$ cat src/hdl/hbsd_pkg.sv
package hbsd_pkg;

  typedef struct packed {
    logic        action;
    logic [15:0] bus_address;
    logic [7:0]  write_byte;
  } in_t;

  typedef struct packed {
    logic [2:0]  target;
    logic [20:0] mapped_address;
    logic [7:0]  store_value;
    logic        dma_start;
    logic [7:0]  dma_source_page;
    logic        timer_control_changed;
  } out_t;

  // target codes
  localparam logic [2:0] TGT_ROM  = 3'd0;
  localparam logic [2:0] TGT_RAM  = 3'd1;
  localparam logic [2:0] TGT_INT  = 3'd2;
  localparam logic [2:0] TGT_JOY  = 3'd3;
  localparam logic [2:0] TGT_DROP = 3'd4;

  // controller types
  localparam logic [1:0] CT_NONE = 2'd0;
  localparam logic [1:0] CT_MBC1 = 2'd1;
  localparam logic [1:0] CT_MBC2 = 2'd2;

  localparam logic       ACT_READ  = 1'b0;
  localparam logic       ACT_WRITE = 1'b1;

  localparam logic [15:0] ADDR_BANK1    = 16'h4000;
  localparam logic [15:0] ADDR_VRAM     = 16'h8000;
  localparam logic [15:0] ADDR_CART_RAM = 16'hA000;
  localparam logic [15:0] ADDR_WRAM     = 16'hC000;
  localparam logic [15:0] ADDR_ECHO     = 16'hE000;
  localparam logic [15:0] ADDR_OAM      = 16'hFE00;
  localparam logic [15:0] ADDR_UNUSABLE = 16'hFEA0;
  localparam logic [15:0] ADDR_UNUS_END = 16'hFEFF;
  localparam logic [15:0] ADDR_JOYPAD   = 16'hFF00;
  localparam logic [15:0] ADDR_DIV      = 16'hFF04;
  localparam logic [15:0] ADDR_TAC      = 16'hFF07;
  localparam logic [15:0] ADDR_LY       = 16'hFF44;
  localparam logic [15:0] ADDR_DMA      = 16'hFF46;
  localparam logic [15:0] ECHO_FOLD     = 16'h2000;

  localparam logic [3:0]  RAM_EN_KEY = 4'hA;

  // bank controller register windows, address bits 14:13 below 0x8000
  localparam logic [1:0] WIN_RAM_EN   = 2'd0;
  localparam logic [1:0] WIN_ROM_LO   = 2'd1;
  localparam logic [1:0] WIN_BANK_HI  = 2'd2;
  localparam logic [1:0] WIN_MODE     = 2'd3;

endpackage

$ cat src/hdl/handheld_bank_switch_bus_decoder.sv
// Timing: the result of an accepted transaction is registered and shows on out_* in the next cycle,
// held until out_ready takes it.
// Throughput: one transaction per cycle while out_ready takes results; the single result register
// is the only stage, and in_ready stays high while that register drains.
// Reset (rst, synchronous): bank registers to ROM bank 1, RAM bank 0, RAM disabled,
// RAM banking mode, timer control copy 0, controller type none, output empty.
module handheld_bank_switch_bus_decoder
  import hbsd_pkg::*;
#(
  parameter int ROM_BANK_BITS  = 7,
  parameter int RAM_BANK_COUNT = 4
) (
  input  logic       clk,
  input  logic       rst,
  input  logic       cfg_we,
  input  logic [1:0] cfg_wdata,
  input  logic       in_valid,
  output logic       in_ready,
  input  in_t        in_data,
  output logic       out_valid,
  input  logic       out_ready,
  output out_t       out_data
);

  // only the low bits that the masked bank can ever show are kept
  localparam int RB_W = (ROM_BANK_BITS < 7) ? ROM_BANK_BITS : 7;

  // RAM bank is stored already reduced modulo the bank count
  localparam logic [1:0] RAM_MOD [4] = '{
    2'(0 % RAM_BANK_COUNT), 2'(1 % RAM_BANK_COUNT),
    2'(2 % RAM_BANK_COUNT), 2'(3 % RAM_BANK_COUNT)
  };

  logic [1:0]      ctrl_type;
  logic [RB_W-1:0] rom_bank, rom_bank_next;
  logic [1:0]      ram_bank, ram_bank_next;
  logic            ram_enabled, ram_enabled_next;
  logic            rom_banking_mode, rom_banking_mode_next;
  logic [7:0]      timer_control_copy, timer_control_copy_next;

  logic        accept;
  logic        wr;
  logic [15:0] addr;
  logic [7:0]  data;
  logic        mbc1, mbc2, mbc;
  logic [6:0]  rb7, rb7_new;
  logic [3:0]  lo4;
  logic [4:0]  lo5;
  logic [6:0]  rom_sel;
  logic [1:0]  ram_sel;
  logic        ram_access_ok;
  out_t        res;

  assign in_ready = !out_valid || out_ready;
  assign accept   = in_valid && in_ready;

  assign wr   = (in_data.action == ACT_WRITE);
  assign data = in_data.write_byte;
  assign mbc1 = (ctrl_type == CT_MBC1);
  assign mbc2 = (ctrl_type == CT_MBC2);
  assign mbc  = mbc1 || mbc2;

  // echo RAM folds onto work RAM
  always_comb begin
    addr = in_data.bus_address;
    if (addr >= ADDR_ECHO && addr < ADDR_OAM) begin
      addr = addr - ECHO_FOLD;
    end
  end

  assign rb7 = 7'(rom_bank);
  assign lo4 = (data[3:0] == 4'd0) ? 4'd1 : data[3:0];
  assign lo5 = (data[4:0] == 5'd0) ? 5'd1 : data[4:0];

  // bank controller register writes
  always_comb begin
    rb7_new               = rb7;
    ram_bank_next         = ram_bank;
    ram_enabled_next      = ram_enabled;
    rom_banking_mode_next = rom_banking_mode;
    if (wr && !addr[15] && mbc) begin
      unique case (addr[14:13])
        WIN_RAM_EN: begin
          if (!(mbc2 && addr[8])) begin
            ram_enabled_next = (data[3:0] == RAM_EN_KEY);
          end
        end
        WIN_ROM_LO: begin
          if (mbc2) begin
            rb7_new = {3'd0, lo4};
          end else begin
            rb7_new = {rb7[6:5], lo5};
          end
        end
        WIN_BANK_HI: begin
          if (mbc1) begin
            if (rom_banking_mode) begin
              rb7_new = {data[1:0], rb7[4:0]};
            end else begin
              ram_bank_next = RAM_MOD[data[1:0]];
            end
          end
        end
        default: begin
          if (mbc1) begin
            if (data[0]) begin
              rom_banking_mode_next = 1'b0;
              rb7_new               = {2'd0, rb7[4:0]};
            end else begin
              rom_banking_mode_next = 1'b1;
              ram_bank_next         = 2'd0;
            end
          end
        end
      endcase
    end
    rom_bank_next = rb7_new[RB_W-1:0];
  end

  assign rom_sel       = mbc ? rb7 : 7'd1;
  assign ram_sel       = mbc1 ? ram_bank : 2'd0;
  assign ram_access_ok = mbc ? ram_enabled : 1'b1;

  // result decode
  always_comb begin
    res                     = '0;
    res.target              = TGT_INT;
    timer_control_copy_next = timer_control_copy;
    if (!addr[15]) begin
      if (wr) begin
        res.target = TGT_DROP;
      end else if (addr < ADDR_BANK1) begin
        res.target         = TGT_ROM;
        res.mapped_address = 21'(addr);
      end else begin
        res.target         = TGT_ROM;
        res.mapped_address = {rom_sel, addr[13:0]};
      end
    end else if (addr >= ADDR_UNUSABLE && addr <= ADDR_UNUS_END) begin
      res.target = TGT_DROP;
    end else if (addr >= ADDR_CART_RAM && addr < ADDR_WRAM) begin
      if (wr && !ram_access_ok) begin
        res.target = TGT_DROP;
      end else begin
        res.target         = TGT_RAM;
        res.mapped_address = 21'({ram_sel, addr[12:0]});
        res.store_value    = wr ? data : 8'd0;
      end
    end else if (addr == ADDR_JOYPAD) begin
      res.target      = TGT_JOY;
      res.store_value = wr ? data : 8'd0;
    end else begin
      res.mapped_address = 21'(addr);
      if (wr) begin
        // divider and line counter reset on any write
        res.store_value = (addr == ADDR_DIV || addr == ADDR_LY) ? 8'd0 : data;
        if (addr == ADDR_DMA) begin
          res.dma_start       = 1'b1;
          res.dma_source_page = data;
        end
        if (addr == ADDR_TAC) begin
          res.timer_control_changed = (data != timer_control_copy);
          timer_control_copy_next   = data;
        end
      end
    end
  end

  always_ff @(posedge clk) begin
    if (rst) begin
      ctrl_type          <= CT_NONE;
      rom_bank           <= RB_W'(1);
      ram_bank           <= 2'd0;
      ram_enabled        <= 1'b0;
      rom_banking_mode   <= 1'b0;
      timer_control_copy <= 8'd0;
      out_valid          <= 1'b0;
    end else begin
      if (cfg_we) begin
        ctrl_type <= cfg_wdata;
      end
      if (accept) begin
        rom_bank           <= rom_bank_next;
        ram_bank           <= ram_bank_next;
        ram_enabled        <= ram_enabled_next;
        rom_banking_mode   <= rom_banking_mode_next;
        timer_control_copy <= timer_control_copy_next;
        out_valid          <= 1'b1;
      end else if (out_ready) begin
        out_valid <= 1'b0;
      end
    end
  end

  always_ff @(posedge clk) begin
    if (accept) begin
      out_data <= res;
    end
  end

endmodule

$ cat config.mk
export PLATFORM = sky130hd
export DESIGN_NAME = handheld_bank_switch_bus_decoder
export DESIGN_NICKNAME = d
export VERILOG_FILES = /design/src/hdl/hbsd_pkg.sv /design/src/hdl/handheld_bank_switch_bus_decoder.sv
export SDC_FILE = /design/constraint.sdc
export NUM_CORES = 1
export LEC_CHECK = 0
export BUFFER_PORTS_ARGS = -buffer_cell sky130_fd_sc_hd__buf_4
export CAP_MARGIN = 5
export CORE_MARGIN = 4
export CORE_UTILIZATION = 48
export CTS_CLUSTER_DIAMETER = 40
export DETAILED_ROUTE_END_ITERATION = 6
export GPL_ROUTABILITY_DRIVEN = 0
export GPL_TIMING_DRIVEN = 0
export PLACE_DENSITY = 0.73
export RECOVER_POWER = 50
export SLEW_MARGIN = 5
export SYNTH_ARGS = -nofsm -noshare
export SYNTH_HDL_FRONTEND = slang
export SYNTH_SLANG_ARGS = --single-unit
$ cat constraint.sdc
create_clock -name clk -period 2.8 [get_ports clk]
set_input_delay 0.42 -clock clk [delete_from_list [all_inputs] [get_ports clk]]
set_output_delay 0.42 -clock clk [all_outputs]
set_load 0.02 [all_outputs]
Yosys cells after proc, flatten, opt, wreduce, memory -nomap -nowiden
Cells that the tools add are included.
{"block": "word_totals", "register_bits": 64, "latchBits": 0, "mem_bits_rw": 0, "romBits": 0, "mem_count": 0}
{"block": "op_classes", "addsub": 1, "mul": 0, "n_div": 0, "order_cmp": 8, "n_eq_ne": 16, "shifts": 0, "mux": 42, "bitwise_logic": 13, "reduce_logical": 32}
{"op": "equality test 16 bit, second input constant", "count": 5}
{"op": "greater-or-equal comparator 16 bit, second input constant", "count": 3}
{"op": "2-to-1 mux 21 bit", "count": 2}
{"op": "2-to-1 mux 7 bit", "count": 6}
{"op": "2-to-1 mux 39 bit", "count": 1}
{"op": "less-than comparator 16 bit, second input constant", "count": 2}
{"op": "2-to-1 mux 16 bit", "count": 2}
{"op": "2-to-1 mux 32 bit", "count": 1}
{"op": "2-to-1 mux 24 bit", "count": 1}
{"op": "2-to-1 mux 8 bit", "count": 3}
{"op": "2-to-1 mux 23 bit", "count": 1}
{"op": "case mux 7 bit (3 select lines)", "count": 1}
{"op": "2-to-1 mux 10 bit", "count": 2}
{"op": "2-to-1 mux 18 bit", "count": 1}
{"op": "less-or-equal comparator 16 bit, second input constant", "count": 1}
{"op": "less-than comparator 16 x 15 -> 1 bit, second input constant", "count": 1}
{"op": "subtractor 16 x 14 -> 16 bit, second input constant", "count": 1}
{"op": "2-to-1 mux 2 bit", "count": 7}
{"op": "NOT 1 bit", "count": 12}
{"op": "OR reduction 6 bit", "count": 2}
{"op": "2-to-1 mux 3 bit", "count": 3}
{"op": "2-to-1 mux 9 bit", "count": 1}
{"op": "logical AND 1 bit", "count": 8}
{"op": "!= test 2 bit, second input constant", "count": 4}
{"op": "27 further kinds", "count": 41}

Longest topological paths before layout
{"block": "logic_depth", "depth_word": 11, "mapped_depth": 11, "depth_no_buf": 11}

Worst setup path before layout
Ideal clock, no wire load.
{"block": "synth_timing", "path_type": "input to register", "start": "input port in_data[21] (netlist bit)", "end": "register out_data[18] (netlist bit) (data pin)", "setup_ps": 259, "arrival_time_ps": 2457, "required_ps": 2541, "path_slack_ps": 84, "path_stages": 11, "path_buffers": 1, "cell_sequence": "inv_1 > ha_1 > nand3_1 > o21a_1 > inv_1 > ha_1 > nor4b_1 > nand4_1 > a211oi_2 > buf_2 > nor3b_1"}
{"item": "start, declared", "line": "handheld_bank_switch_bus_decoder.sv:19", "rtl": "input in_t in_data,"}
{"item": "end signal, assigned", "line": "handheld_bank_switch_bus_decoder.sv:197", "rtl": "out_data <= res;"}
{"item": "end, declared", "line": "handheld_bank_switch_bus_decoder.sv:22", "rtl": "output out_t out_data"}

==> results.md <==
- The final setup violation count is 0.
- Ranked by instance count, the synthesized netlist is headed by sky130_fd_sc_hd__edfxtp_1 (42), sky130_fd_sc_hd__nor2_1 (24), sky130_fd_sc_hd__dfxtp_1 (22).
- Entering global routing, the biggest net connects 43 pins.
- The clock drives 64 sinks.
- The routed layout has 2354 vias.
- The cell with the largest stage delay on the worst path is sky130_fd_sc_hd__a211oi_4.
- The synthesized design devotes to its leading area cell type 41.8% of total area.
- The static leakage power is 0.00134 µW.
- During synthesis, Yosys emitted a total of 0 warnings.
- The worst-case IR drop observed on VDD is 0.368 mV.
- The final routed wirelength across all metal layers is 7000 µm.
- In this run the worst path has a maximum fanout of 10.
- The remaining antenna violation count is 0.
- In the post-synthesis netlist, the cell with the most instances is sky130_fd_sc_hd__edfxtp_1.
- The clock slew seen by the registers of the worst setup and hold paths is about 0.070 ns.
- Of the total power, the clock network draws 39.3%.
- The switching power share of the total is 25.3%.
- Setup repair after global routing left no endpoint under its margin.
- Setup slack on the worst reg-to-reg path comes out at 0.55 ns.
- For this design the total switching power over the nets is 558 µW.
- The global-route wire length before repair is between 10000 and 15000 µm.
- Synthesis produced a netlist whose cell count is 257.
- Yosys attributes the largest share of cell area to sky130_fd_sc_hd__edfxtp_1 (42%), sky130_fd_sc_hd__dfxtp_1 (15%), sky130_fd_sc_hd__mux2i_1 (4.0%).
- The average size of a mapped cell is 11.7 µm².
- The proportion of register bits with asynchronous set or reset after synthesis is 0%.
- The data arrival time of the critical path is 2.73 ns.
- The via count of the first global-routing pass came to ~2200.
- The final number of max-transition violations came to 43.
- In this design, the critical path's most frequently occurring cell is sky130_fd_sc_hd__buf_4.
- Among all flip-flop cells after synthesis, the most frequent one is sky130_fd_sc_hd__edfxtp_1.
- For the worst-skew pair, the clock arrives at the later sink with an insertion delay of 0.34 ns.
- The share of the Yosys chip area taken by registers is a little under three fifths.
- The number of different library cells used by synthesis comes to 53.
- The layout filler cell count is about 530.
- The checks that failed: capacitance limit, slew limit.
- The total half-perimeter wirelength after legalization and detailed placement is 5130 µm.
- The count of port buffers added during placement is 73.
- The power density over the cells is just under 600 nW/µm².
- The global routing usage summed across all routing layers is 19.2%.
- The initial standard-cell utilization of the core is 50.1%.
- The number of cells on the worst reg-to-reg path is 7.
- The count of antenna diodes in the layout is 0.
- The worst hold path depth is 3.
- Of the available clock period, the critical path in the final layout requires 94.5%.
- For this design the top-level I/O count stands at 76.
- For this design, the CTS-stage hold fixing added 0 buffers.
- The transition time of the tightest slew-check pin is 1.56 ns.
- The placed standard-cell area is 3660 µm².
- Based on the critical path, the design can be clocked at up to 378 MHz.
- Summed over all layers, the global routing overflow is 0.
- Per report_power, the sequential group accounts for 48.4% of the total.
- The starting DRC count in detailed routing is 126.
- The final setup skew is 0.00796 ns.
- In this design, the stage delay of the slowest critical-path cell is 0.28 ns.
- After floorplanning, the core was divided into 28 placement rows.
- The clock passes through at most 2 buffers.
- The first-pass iteration count of the detailed router is 4.
- The relative contribution of combinational cells to total power is 12.3%.
- The post-synthesis net count is about 300.
- The core outline area is 6030 µm².
- Counting buffers and inverters, the worst setup path is 13 cells deep.
- The area of the die is between 7000 and 8000 µm².
- Internal power comes to 1640 µW.
- The net count of the finished layout is 382.
- Among cell families on the critical path, the largest total delay comes from buffers and inverters.
- The worst min-delay path category is in -> reg.
- The capturing element of the worst setup path is out_data[23].
- The nature of the critical path startpoint is an input port.
- The initial antenna violation count is 0.
- The H-tree generated during clock tree synthesis spans 3 levels.
- The clock period could shrink to between 2 and 3 ns.
- The worst setup path is of the in -> reg kind.
- Dividing the detail-routed wire length by the instance count gives 16.6 µm.
- Max-cap violations in this run came to 1.
- From synthesis to final layout, the design area changed by 23.7%.
- The count of buffering cells on the critical path with inverters included is 5.
- The fraction of final layout cells sized beyond drive strength 1 is between 10% and 20%.
- The die is 87.3 µm wide.
- The number of clock buffers inserted by TritonCTS is 9.
- On the final layout, the worst hold slack is approximately 0.32 ns.
- The tree is rooted in a sky130_fd_sc_hd__clkbuf_8.
- At the worst endpoint, the required time is 2.88 ns.
- For this run, design rule violations remaining after detail routing come to 0.
- Dividing the detail-routed via count by the number of cells gives 5.57.
- The cell taking the most area after synthesis is sky130_fd_sc_hd__edfxtp_1.
- The worst register-to-register path ends at out_data[23].
- The endpoint class of the critical path is a register.
- The post-synthesis instance area is 3020 µm².
- The critical path goes through buf_4 > inv_1 > ha_1 > nand3_1 > o21a_2 > inv_2 > ha_2 > nor4b_2 > nand4_1 > a211oi_4 > buf_4 > clkbuf_4 > nor3b_1.
- Headroom to the max-slew limit came out at -3.89%.
- The synthesized design contains between 40 and 50 enable-type register cells.
- The startpoint of the worst register-to-register path is ctrl_type[0].
- The clock tree from TritonCTS is built.
- The total count of hold-check failures in the final report is 0.
- The startpoint of the worst setup timing path is in_data[21].
- The run finished, with violations left.
- In this run the vertical extent of the chip is ~87 µm.
- After routing the design area is ~3700 µm².
- In this run, synthesis produced a sequential element count of between 60 and 70.
[through the flow]
| stage | instances | power (µW) | setup WS [ns] | utilization, % | TNS, ns |
|---|---|---|---|---|---|
| floorplan | 257 | 1240 | 0.0841 | - | 0 |
| global placement | 405 | 1380 | -0.449 | 60.7 | -9.29 |
| detailed placement | 405 | 1390 | -0.553 | 60.7 | -11.74 |
| CTS | 423 | 2250 | 0.0215 | 64.8 | 0 |
| global route | 423 | 2290 | 0.0199 | 62.0 | 0 |
| finish | 423 | 2200 | 0.155 | 62.0 | 0 |
[logic make-up (layout without fill, tap and decap cells)]
group	after synthesis	count (layout)	synth area share, %
and+or+nand+nor	113	113	23.2
DFF	64	64	56.4
AOI/OAI and AO/OA	31	31	7.67
buffers and inverters	21	112	3.15
muxes	13	13	4.35
xor gates and xnor gates	8	8	2.32
adders and majority gates	7	7	2.90
[cell usage in the layout, fill, tap and decap left out, types with 10 or more instances in the layout]
| cell type | n |
|---|---|
| sky130_fd_sc_hd__and2_1 | 16 |
| sky130_fd_sc_hd__buf_4 | 30 |
| sky130_fd_sc_hd__clkbuf_1 | 49 |
| sky130_fd_sc_hd__dfxtp_1 | 22 |
| sky130_fd_sc_hd__edfxtp_1 | 42 |
| sky130_fd_sc_hd__inv_1 | 10 |
| sky130_fd_sc_hd__mux2i_1 | 12 |
| sky130_fd_sc_hd__nand2_1 | 12 |
| sky130_fd_sc_hd__nor2_1 | 24 |
| sky130_fd_sc_hd__nor3b_1 | 13 |
[layer usage]
layer | routed length, µm | vias to the layer above | track usage, %
li1 | - | 1124 | -
met1 | 2990 | 1126 | 24.7
met2 | 3410 | 93 | 31.2
met3 | 492 | 11 | 4.54
met4 | 116 | 0 | 7.53
met5 | 0 | - | 0
[repair_timing]
action | in CTS | in global routing
resized for setup | 1 | 6
endpoints found under the setup margin | 19 | 25
gates cloned | 0 | 0
pin swaps | 1 | 1
setup buffers | 2 | 0
[cell type report]
type                            count  area (µm²)  share of cell area (%)
Clock buffer                        9         124                    3.32
Inverter                           11        41.3                    1.11
Tap cell                           75        93.8                    2.51
Clock inverter                      7        96.3                    2.58
Sequential cell                    64        1700                    45.6
Timing Repair Buffer               75         390                    10.5
Buffer                             10        56.3                    1.51
Multi-Input combinational cell    172        1230                    32.9
[state kept, by name, summed over array words and instances, names as in the netlist]
name,count
timer_control_copy,8
ram_bank,2
rom_banking_mode,1
out_data,42
ram_enabled,1
rb7,7
ctrl_type,2
out_valid,1
[power groups by stage]
| stage | combinational, µW | clock [µW] | sequential [µW] |
|---|---|---|---|
| finish | 271 | 866 | 1070 |
| global route | 295 | 922 | 1070 |
| CTS | 305 | 881 | 1070 |
| detailed placement | 301 | 0 | 1090 |
| global placement | 295 | 0 | 1090 |
| floorplan | 107 | 0 | 1140 |
[how the worst min path moves through the flow]
stage,start,slack (ns),endpoint
global route,cfg_wdata[1],0.33,ctrl_type[1]
finish,cfg_wdata[0],0.32,ctrl_type[0]
CTS,rst,0.27,rom_banking_mode
floorplan,rb7[2],0.43,rb7[2]
global placement,rb7[2],0.44,rb7[2]
detailed placement,rb7[2],0.44,rb7[2]
[tightest hold or removal path, delay by kind of cell]
kind	cells	cell delay, ns
AND/OR/NAND/NOR	1	0.07
multiplexers	1	0.05
buffers and inverters	1	0.08
Note: power is estimated with default switching activity, not from simulation.
